$ cat src/rtl/core/wsr_pkg.sv
`timescale 1ns / 1ps
// shared constants, types and helpers of the windowed scaler rate block
// no dependencies

package wsr_pkg;

	localparam int NUM_CHANNELS = 8;
	localparam int HALF_MAX     = 8;
	localparam int IN_CH        = 8;
	localparam int DEPTH        = 2 * HALF_MAX + 1;

	localparam int AGE_W    = $clog2(DEPTH);
	localparam int SLOT_W   = $clog2(DEPTH);
	localparam int SEEN_W   = $clog2(DEPTH + 1);
	localparam int HW_W     = 4;
	localparam int SEC_W    = 32;
	localparam int US_W     = 20;
	localparam int STAMP_W  = SEC_W + US_W;
	localparam int COUNT_W  = 48;
	localparam int RATE_W   = 48;
	localparam int TIME_W   = 52;
	localparam int DT_W     = TIME_W + 1;
	localparam int DIFF_W   = COUNT_W + 1;
	localparam int ROW_W    = NUM_CHANNELS * COUNT_W;
	localparam int OROW_W   = IN_CH * RATE_W;
	localparam int CH_W     = (NUM_CHANNELS > 1) ? $clog2(NUM_CHANNELS) : 1;
	localparam int IN_BITS  = STAMP_W + IN_CH * COUNT_W;
	localparam int OUT_BITS = STAMP_W + IN_CH * RATE_W;
	localparam int IN_TD_W  = ((IN_BITS + 7) / 8) * 8;
	localparam int OUT_TD_W = ((OUT_BITS + 7) / 8) * 8;
	localparam int GAP_W    = 32;

	localparam logic [US_W-1:0]   US_PER_S    = US_W'(1000000);
	localparam logic [HW_W-1:0]   HW_RESET    = HW_W'(2);
	localparam logic [GAP_W-1:0]  GAP_RESET   = GAP_W'(2000000);
	localparam logic [AGE_W-1:0]  HALF_MAX_A  = AGE_W'(HALF_MAX);

	// product m * 1e6 * 256 as dividend
	localparam int MLO_W   = 24;
	localparam int MHI_W   = COUNT_W - MLO_W;
	localparam int PROD_W  = COUNT_W + US_W;
	localparam int NUM_W   = PROD_W + 8;
	localparam int CNT_W   = $clog2(NUM_W);

	typedef logic [1:0] fetch_sel_t;
	localparam fetch_sel_t SEL_CENTER = 2'd0;
	localparam fetch_sel_t SEL_LO     = 2'd1;
	localparam fetch_sel_t SEL_HI     = 2'd2;

	typedef struct packed {
		logic             accept;
		logic             clear_run;
		logic             setup;
		logic [AGE_W-1:0] ac;
		logic [AGE_W-1:0] h;
		logic             fetch;
		fetch_sel_t       sel;
		logic             lo_dec;
		logic             hi_inc;
		logic             rows;
		logic             div_start;
		logic [CH_W-1:0]  ch;
		logic             out_load;
		logic             last;
	} wsr_cmd_t;

	typedef struct packed {
		logic [AGE_W-1:0] known;
		logic             lo_more;
		logic             hi_more;
		logic             dt_zero;
		logic             div_done;
		logic             out_free;
	} wsr_stat_t;

	// ring slot holding the entry of the given age (0 = newest)
	function automatic logic [SLOT_W-1:0] slot_of_age(input logic [SLOT_W-1:0] ws,
			input logic [AGE_W-1:0] age);
		logic [SLOT_W+2:0] sum;
		sum = (SLOT_W+3)'(ws) + (SLOT_W+3)'(2 * DEPTH - 1) - (SLOT_W+3)'(age);
		if (sum >= (SLOT_W+3)'(2 * DEPTH)) begin
			sum = sum - (SLOT_W+3)'(2 * DEPTH);
		end
		if (sum >= (SLOT_W+3)'(DEPTH)) begin
			sum = sum - (SLOT_W+3)'(DEPTH);
		end
		return sum[SLOT_W-1:0];
	endfunction

endpackage

$ cat src/rtl/core/wsr_ctrl.sv
`timescale 1ns / 1ps
// controller: sequences the results of one entry, edge trimming and channel divisions
// depends on wsr_pkg

module wsr_ctrl import wsr_pkg::*; (
	input  logic            clk,
	input  logic            arst_n,
	input  logic            s_tvalid,
	output logic            s_tready,
	input  logic            s_tlast,
	input  logic [HW_W-1:0] win_half,
	input  wsr_stat_t       stat,
	output wsr_cmd_t        cmd
);

	localparam logic [4:0] S_IDLE  = 5'd0;
	localparam logic [4:0] S_START = 5'd1;
	localparam logic [4:0] S_SETUP = 5'd2;
	localparam logic [4:0] S_FC    = 5'd3;
	localparam logic [4:0] S_FCW1  = 5'd4;
	localparam logic [4:0] S_FCW2  = 5'd5;
	localparam logic [4:0] S_FL    = 5'd6;
	localparam logic [4:0] S_FLW1  = 5'd7;
	localparam logic [4:0] S_FLW2  = 5'd8;
	localparam logic [4:0] S_LCHK  = 5'd9;
	localparam logic [4:0] S_FH    = 5'd10;
	localparam logic [4:0] S_FHW1  = 5'd11;
	localparam logic [4:0] S_FHW2  = 5'd12;
	localparam logic [4:0] S_HCHK  = 5'd13;
	localparam logic [4:0] S_ROWS  = 5'd14;
	localparam logic [4:0] S_ROWSW = 5'd15;
	localparam logic [4:0] S_DIV   = 5'd16;
	localparam logic [4:0] S_DIVW  = 5'd17;
	localparam logic [4:0] S_OUT   = 5'd18;
	localparam logic [4:0] S_NEXT  = 5'd19;

	logic [4:0]       state_q, state_d;
	logic [AGE_W-1:0] h_q;
	logic [AGE_W-1:0] ac_q, ac_d;
	logic             fin_q;
	logic             flush_q, flush_d;
	logic             last_q, last_d;
	logic [CH_W-1:0]  ch_q, ch_d;

	logic [AGE_W-1:0] h_in;
	logic [AGE_W-1:0] flush_start;

	always_comb begin
		h_in = (AGE_W'(win_half) > HALF_MAX_A) ? HALF_MAX_A : AGE_W'(win_half);
		flush_start = (h_q - 1'b1 < stat.known) ? AGE_W'(h_q - 1'b1) : stat.known;

		state_d = state_q;
		ac_d    = ac_q;
		flush_d = flush_q;
		last_d  = last_q;
		ch_d    = ch_q;
		cmd     = '0;
		cmd.ac  = ac_q;
		cmd.h   = h_q;
		cmd.ch  = ch_q;
		cmd.last = last_q;

		unique case (state_q)
			S_IDLE: begin
				cmd.accept = s_tvalid;
				if (s_tvalid) begin
					flush_d = 1'b0;
					state_d = S_START;
				end
			end
			S_START, S_NEXT: begin
				priority if (state_q == S_START && stat.known >= h_q) begin
					ac_d    = h_q;
					flush_d = 1'b0;
					last_d  = fin_q && h_q == '0;
					state_d = S_SETUP;
				end else if (state_q == S_NEXT && flush_q && ac_q != '0) begin
					ac_d    = ac_q - 1'b1;
					last_d  = ac_q == AGE_W'(1);
					state_d = S_SETUP;
				end else if (!flush_q && fin_q && h_q != '0) begin
					ac_d    = flush_start;
					flush_d = 1'b1;
					last_d  = flush_start == '0;
					state_d = S_SETUP;
				end else begin
					cmd.clear_run = fin_q;
					state_d = S_IDLE;
				end
			end
			S_SETUP: begin
				cmd.setup = 1'b1;
				state_d = S_FC;
			end
			S_FC: begin
				cmd.fetch = 1'b1;
				cmd.sel   = SEL_CENTER;
				state_d   = S_FCW1;
			end
			S_FCW1: state_d = S_FCW2;
			S_FCW2: state_d = S_FL;
			S_FL: begin
				cmd.fetch = 1'b1;
				cmd.sel   = SEL_LO;
				state_d   = S_FLW1;
			end
			S_FLW1: state_d = S_FLW2;
			S_FLW2: state_d = S_LCHK;
			S_LCHK: begin
				if (stat.lo_more) begin
					cmd.lo_dec = 1'b1;
					state_d = S_FL;
				end else begin
					state_d = S_FH;
				end
			end
			S_FH: begin
				cmd.fetch = 1'b1;
				cmd.sel   = SEL_HI;
				state_d   = S_FHW1;
			end
			S_FHW1: state_d = S_FHW2;
			S_FHW2: state_d = S_HCHK;
			S_HCHK: begin
				if (stat.hi_more) begin
					cmd.hi_inc = 1'b1;
					state_d = S_FH;
				end else begin
					state_d = S_ROWS;
				end
			end
			S_ROWS: begin
				cmd.rows = 1'b1;
				state_d = S_ROWSW;
			end
			S_ROWSW: begin
				ch_d = '0;
				state_d = stat.dt_zero ? S_OUT : S_DIV;
			end
			S_DIV: begin
				cmd.div_start = 1'b1;
				state_d = S_DIVW;
			end
			S_DIVW: begin
				if (stat.div_done) begin
					if (ch_q == CH_W'(NUM_CHANNELS - 1)) begin
						state_d = S_OUT;
					end else begin
						ch_d = ch_q + 1'b1;
						state_d = S_DIV;
					end
				end
			end
			S_OUT: begin
				if (stat.out_free) begin
					cmd.out_load = 1'b1;
					state_d = S_NEXT;
				end
			end
			default: state_d = S_IDLE;
		endcase
	end

	assign s_tready = state_q == S_IDLE;

	always_ff @(posedge clk or negedge arst_n) begin
		if (!arst_n) begin
			state_q <= S_IDLE;
			h_q     <= '0;
			ac_q    <= '0;
			fin_q   <= 1'b0;
			flush_q <= 1'b0;
			last_q  <= 1'b0;
			ch_q    <= '0;
		end else begin
			state_q <= state_d;
			ac_q    <= ac_d;
			flush_q <= flush_d;
			last_q  <= last_d;
			ch_q    <= ch_d;
			if (state_q == S_IDLE && s_tvalid) begin
				h_q   <= h_in;
				fin_q <= s_tlast;
			end
		end
	end

endmodule
$ cat config.mk
export PLATFORM = sky130hd
export DESIGN_NAME = wsr_ctrl
export DESIGN_NICKNAME = d
export VERILOG_FILES = /design/src/rtl/core/wsr_pkg.sv /design/src/rtl/core/wsr_ctrl.sv
export SDC_FILE = /design/constraint.sdc
export NUM_CORES = 1
export LEC_CHECK = 0
export ABC_AREA = 1
export BUFFER_PORTS_ARGS = -buffer_cell sky130_fd_sc_hd__buf_2
export CAP_MARGIN = 30
export CORE_MARGIN = 2
export CORE_UTILIZATION = 40
export CTS_BUF_LIST = sky130_fd_sc_hd__clkbuf_4
export DETAILED_ROUTE_END_ITERATION = 16
export GPL_TIMING_DRIVEN = 0
export SYNTH_ARGS = -nofsm -noshare
export SYNTH_HDL_FRONTEND = slang
export SYNTH_SLANG_ARGS = --single-unit
$ cat constraint.sdc
create_clock -name clk -period 2.8 [get_ports clk]
set_input_delay 0.14 -clock clk [delete_from_list [all_inputs] [get_ports clk]]
set_output_delay 0.14 -clock clk [all_outputs]
set_load 0.01 [all_outputs]
Yosys cells after proc, flatten, opt, wreduce, memory -nomap -nowiden --
Cells that the tools add are included.
Storage, ports and cells: bits in registers 21, input port bits 18, output and inout bits 26, logic and storage cells 103
Operators by class: add/subtract/negate cells 3, order comparisons 3, equality and inequality tests 27, mux-type cells 42, reduce and logical (&&, ||, !) cells 21
Operators with widths (count):
- 5-bit one-hot mux with 19 select lines | 1
- 5-bit two-way mux | 9
- 5-bit by 4-bit == test with 1-bit output (second input constant) | 8
- 1-bit two-way mux | 21
- 5-bit by 3-bit == test with 1-bit output (second input constant) | 4
- 5-bit == test (second input constant) | 4
- 5-bit logical NOT | 3
- 5-bit by 1-bit == test with 1-bit output (second input constant) | 2
- 5-bit by 2-bit == test with 1-bit output (second input constant) | 2
- 5-bit nonzero test | 2
- 5-bit by 1-bit subtractor with 5-bit output (second input constant) | 2
- 3-bit two-way mux | 3
- 3-bit one-hot mux with 3 select lines | 1
- 4-bit two-way mux | 2
- 2-bit != test (second input constant) | 4
- 1-bit logical AND | 7
- 2-bit two-way mux | 3
- 3-bit != test (second input constant) | 2
- 3-bit one-hot mux with 2 select lines | 1
- 3-bit AND reduction | 2
- 5-bit >= comparator | 1
- 5-bit less-than comparator | 1
- 4-bit > comparator (second input constant) | 1
- 4-bit AND reduction | 1
- 8 further kinds | 9

Depth between registers and ports, before layout --
depth in word-level cells 7, mapped depth 16, mapped depth without buffers 16

Worst setup path before layout --
Ideal clock, no wire load.
kind register to register, start point register h_q[0], end point register last_q, setup time 0.077 ns, arrival time 2.056 ns, data required time 2.723 ns, setup slack 0.667 ns, stages on the path, launching flop included 15, path buffers 0, clock period less this slack 2.133 ns, cell sequence dfrtp_1 inv_1 ha_1 nand2_1 nor2_1 ha_1 nand2_1 nand2_1 nor2_1 nand2_1 nand2_1 o21ai_0 nor2_1 nand2_1 a21oi_1
Between the ends: word-level cells in the longest chain between the ends 7, elaborated cells between the ends (all ways) 15, classes of those cells add/sub (1); order compare (2); mux (4); reduce/logical (8)
RTL lines:
- from (decl) | RTL line wsr_ctrl.sv:38 | logic [AGE_W-1:0] h_q;
- from (signal assigned) | RTL line wsr_ctrl.sv:182 | h_q <= h_in;
- 5-bit by 1-bit subtractor with 5-bit output | RTL line wsr_ctrl.sv:50 | flush_start = (h_q - 1'b1 < stat.known) ? AGE_W'(h_q - 1'b1) : stat.known;
- 5-bit less-than comparator | RTL line wsr_ctrl.sv:50
- 5-bit two-way mux | RTL line wsr_ctrl.sv:50
- 5-bit logical NOT | RTL line wsr_ctrl.sv:84 | last_d = flush_start == '0;
- 1-bit two-way mux | RTL line wsr_ctrl.sv:81 | end else if (!flush_q && fin_q && h_q != '0) begin
- 1-bit two-way mux | RTL line wsr_ctrl.sv:77 | end else if (state_q == S_NEXT && flush_q && ac_q != '0) begin
- 1-bit two-way mux | RTL line wsr_ctrl.sv:72 | priority if (state_q == S_START && stat.known >= h_q) begin
- to (signal assigned) | RTL line wsr_ctrl.sv:179 | last_q <= last_d;
- to (decl) | RTL line wsr_ctrl.sv:42 | logic last_q, last_d;
Parallel ways exist; a longest one is shown, timed or not. The select of a mux whose other input is x is not followed. A chain may end at the register's enable or synchronous reset.

Worst setup path after layout --
start point register h_q[0], end point register ac_q[0]
Between the ends: word-level cells in the longest chain between the ends 6, elaborated cells between the ends (all ways) 12, classes of those cells add/sub (1); order compare (2); mux (4); reduce/logical (5)
RTL lines:
- 5-bit by 1-bit subtractor with 5-bit output | RTL line wsr_ctrl.sv:50
- 5-bit less-than comparator | RTL line wsr_ctrl.sv:50
- 5-bit two-way mux | RTL line wsr_ctrl.sv:50
- 5-bit two-way mux | RTL line wsr_ctrl.sv:81
- 5-bit two-way mux | RTL line wsr_ctrl.sv:77
- 5-bit two-way mux | RTL line wsr_ctrl.sv:72
- to (signal assigned) | RTL line wsr_ctrl.sv:170 | ac_q <= '0;
- to (signal assigned) | RTL line wsr_ctrl.sv:177 | ac_q <= ac_d;
- to (decl) | RTL line wsr_ctrl.sv:39 | logic [AGE_W-1:0] ac_q, ac_d;
Parallel ways exist; a longest one is shown, timed or not. The select of a mux whose other input is x is not followed.

==> results.sh <==
export IMPL_holdPathEnd="fin_q$_DFFE_PN0P_"
export IMPL_finalMaxSlewViolations=0
export IMPL_row_count=24
export IMPL_max_clock_freq_ghz=0.400
export IMPL_drt_pre_antenna_iters=4
export IMPL_vias_in_the_first_global_route=1723
export IMPL_syn_nets=302
export IMPL_sw_frac=0.537
export IMPL_hold_viol=0
export IMPL_synth_sequential_area_ratio=0.278
export IMPL_grt_util_all_layers=0.189
export IMPL_numPortBuffers=42
export IMPL_peak_supply_drop_uv=354
export IMPL_max_cap_violations=0
export IMPL_intPower_uw=1010
export IMPL_pre_cts_ws_ps=242
export IMPL_p_leak_uw=0.00121
export IMPL_fp_dieArea_mm2=0.00506
export IMPL_vias_per_cell=4.92
export IMPL_post_layout_worst_setup_margin_ps=302
export IMPL_antenna_diode_count=0
export IMPL_drive_gt1_frac=0.202
export IMPL_clkLatencyLatePin_ps=310
export IMPL_pwr_share_comb=0.684
export IMPL_start_util=0.414
export IMPL_h_tree_depth=1
export IMPL_final_common_cell="sky130_fd_sc_hd__nand2_1"
export IMPL_design_final_nets=350
export IMPL_yosys_warnings=0
export IMPL_drt_first_iter_violations=87
export IMPL_clockRootBuffer="sky130_fd_sc_hd__clkbuf_4"
export IMPL_timing_critical_path_slowest_stage_cell="sky130_fd_sc_hd__dfrtp_1"
export IMPL_syn_mean_instance_area_um2=6.67
export IMPL_initial_antenna_violation_count=0
export IMPL_final_min_period_over_clock_period=0.892
export IMPL_setup_tns_ps=0
export IMPL_drc=0
export IMPL_post_dp_hpwl_um=3530
export IMPL_powerDensity_mw_per_mm2=1030
export IMPL_run_status="finished, final reports clean"
export IMPL_finClkSkew_ps=4.47
export IMPL_placeableCoreArea_mm2=0.00435
export IMPL_critPathKind="flop to flop"
export IMPL_crit_path_end_kind="flop"
export IMPL_p_total_uw=2170
export IMPL_die_x_um=71.1
export IMPL_hold_class="primary input to flop"
export IMPL_routabilityCongestion=0.799
export IMPL_tritoncts="yes"
export IMPL_r2r_end="ac_q[0]$_DFFE_PN0P_"
export IMPL_critical_path_startpoint_type="flop"
export IMPL_holdPathStages=3
export IMPL_critPathMaxStageDelay_ps=460
export IMPL_r2r_start="h_q[0]$_DFFE_PN0P_"
export IMPL_setup_viol=0
export IMPL_worst_path_max_fanout=7
export IMPL_worstRegToRegCells=14
export IMPL_reg2reg_setup_slack_ps=300
export IMPL_boundary_pins=44
export IMPL_min_from="s_tlast"
export IMPL_via_count=1815
export IMPL_cts_setup_buffers=0
export IMPL_ys_seq_elements=20
export IMPL_maximum_number_of_pins_on_one_net_before_global_route_repair=21
export IMPL_clock_tree_buffer_depth=2
export IMPL_arrival_ps=2760
export IMPL_post_route_util=0.485
export IMPL_crit_path_frequent_cell="sky130_fd_sc_hd__nand2_1"
export IMPL_synth_largest_area_cell="sky130_fd_sc_hd__dfrtp_1"
export IMPL_p_clk_frac=0.072
export IMPL_global_route_overflow_total=0
export IMPL_cts_sink_count=20
export IMPL_layout_cells_most_common_list="sky130_fd_sc_hd__nand2_1 (66), sky130_fd_sc_hd__inv_1 (48), sky130_fd_sc_hd__buf_2 (42)"
export IMPL_wl_um=4320
export IMPL_die_height_um=71.1
export IMPL_synth_lib_cells_used_distinct=32
export IMPL_cp_data_required_time_ps=3060
export IMPL_clock_pin_slew_on_the_worst_setup_and_hold_paths_ps=130
export IMPL_grt_pass1_wl_um=7690
export IMPL_crit_path_cell_trace="inv_1, ha_1, nand2_1, nor2_1, ha_1, nand2_1, nand2_1, nor2_1, nand2_1, o21ai_1, nand2_1, nand3_1, nand3_1, nand2_1"
export IMPL_ant_nets=0
export IMPL_fin_crit_ps=2500
export IMPL_post_synth_top_area_fraction=0.278
export IMPL_synth_area_top_cells="sky130_fd_sc_hd__dfrtp_1 (28%), sky130_fd_sc_hd__nand2_1 (14%), sky130_fd_sc_hd__inv_1 (10%)"
export IMPL_synthCells=270
export IMPL_synthesis_to_layout_area_growth_pct=17.3
export IMPL_seq_power_share=0.244
export IMPL_power_spent_charging_and_discharging_nets_uw=1170
export IMPL_cts_buffers=3
export IMPL_grt_setup_unrepaired="no"
export IMPL_synth_cell_area_mm2=0.00180
export IMPL_wl_per_cell_um=11.7
state kept, by name, indices dropped and copies added, names as in the netlist:
signal and count:
flush_q 1, ac_q 5, fin_q 1, state_q 5, ch_q 3, last_q 1
h_q 4
critical path: cells and delay by family (launching register included):
kind | cells | cell delay (ps)
flip-flops | 1 | 460
AND/OR/NAND/NOR | 10 | 1110
buffers and inverters | 1 | 160
AO/OA/AOI/OAI | 1 | 240
adder cells (fa/ha/maj) | 2 | 490
cells by family (layout without fill, tap and decap cells):
group                    Yosys count  count (layout)  synth area share
flip-flops                        20              20             0.278
adder cells (fa/ha/maj)           14              14            0.0972
buffers and inverters             54             101             0.123
XOR/XNOR                           4               4            0.0194
AO/OA/AOI/OAI                     25              25            0.0778
other                              1               1           0.00208
AND/OR/NAND/NOR                  152             152             0.403
per-layer routing:
metal | vias to the layer above | wire length [um] | global-route usage
met5 | - | 0 | 0
met1 | 821 | 2030 | 0.248
li1 | 951 | - | -
met4 | 0 | 29 | 0.0566
met2 | 41 | 2050 | 0.323
met3 | 2 | 215 | 0.0285
power by group through the flow:
stage                     sequential [uW]  clock [uW]  combinational, uW
after floorplan                       535           0               1100
after detailed placement              539           0               1480
final                                 531         156               1490
after global placement                537           0               1480
after CTS                             533         163               1500
after global routing                  553         177               1730
what timing repair did:
action                                  CTS  global route
hold endpoints to repair                 20             0
resized for setup                         0             1
endpoints found under the setup margin    0             1
hold buffers                              1             0
cell type report:
class | count | area (um^2)
Fill cell | 469 | 2240
Multi-Input combinational cell | 196 | 1080
Sequential cell | 20 | 500
Timing Repair Buffer | 43 | 220
Inverter | 50 | 188
Tap cell | 52 | 65.1
Buffer | 4 | 33.8
Clock buffer | 3 | 22.5
Clock inverter | 1 | 3.75
through the flow:
stage | hold WS [ps] | area (um^2) | std cells
after floorplan | -156 | 1800 | 270
after CTS | 7.91 | 2110 | 369
after global placement | 136 | 2080 | 364
after global routing | 7.83 | 2110 | 369
after detailed placement | 137 | 2080 | 364
final | 20.4 | 2110 | 369
Yosys cell counts:
cell and instances:
sky130_fd_sc_hd__o22ai_1 3, sky130_fd_sc_hd__inv_1 48, sky130_fd_sc_hd__o21ai_1 1, sky130_fd_sc_hd__nor3b_1 1, sky130_fd_sc_hd__nand3b_1 1, sky130_fd_sc_hd__a21oi_1 6, sky130_fd_sc_hd__xor2_1 2, sky130_fd_sc_hd__nor3_4 1
sky130_fd_sc_hd__nand2_1 66, sky130_fd_sc_hd__conb_1 1, sky130_fd_sc_hd__or2_0 1, sky130_fd_sc_hd__o21a_1 1, sky130_fd_sc_hd__inv_2 2, sky130_fd_sc_hd__nor2_4 3, sky130_fd_sc_hd__nand2_4 3, sky130_fd_sc_hd__o311ai_0 1
sky130_fd_sc_hd__nor3_1 6, sky130_fd_sc_hd__nand4_1 5, sky130_fd_sc_hd__nor2_1 29, sky130_fd_sc_hd__nand3_4 1, sky130_fd_sc_hd__dfrtp_1 20, sky130_fd_sc_hd__ha_1 14, sky130_fd_sc_hd__nand2_2 3, sky130_fd_sc_hd__xnor2_1 2
sky130_fd_sc_hd__a211oi_1 1, sky130_fd_sc_hd__nor2_2 1, sky130_fd_sc_hd__buf_6 1, sky130_fd_sc_hd__a31oi_1 2, sky130_fd_sc_hd__nand3_2 1, sky130_fd_sc_hd__nand3_1 30, sky130_fd_sc_hd__buf_4 3, sky130_fd_sc_hd__o21ai_0 10
how the worst max path moves through the flow:
stage / cells after the start / start / slack, ps / to
floorplan: 14 / h_q[0]$_DFFE_PN0P_ / 670 / last_q$_DFFE_PN0P_
global placement: 14 / h_q[0]$_DFFE_PN0P_ / 250 / ac_q[0]$_DFFE_PN0P_
detailed placement: 14 / h_q[0]$_DFFE_PN0P_ / 240 / ac_q[0]$_DFFE_PN0P_
CTS: 14 / h_q[0]$_DFFE_PN0P_ / 200 / ac_q[0]$_DFFE_PN0P_
global route: 14 / h_q[0]$_DFFE_PN0P_ / 20 / last_q$_DFFE_PN0P_
finish: 14 / h_q[0]$_DFFE_PN0P_ / 300 / ac_q[0]$_DFFE_PN0P_
No activity file was read; power rests on OpenSTA's default activity.
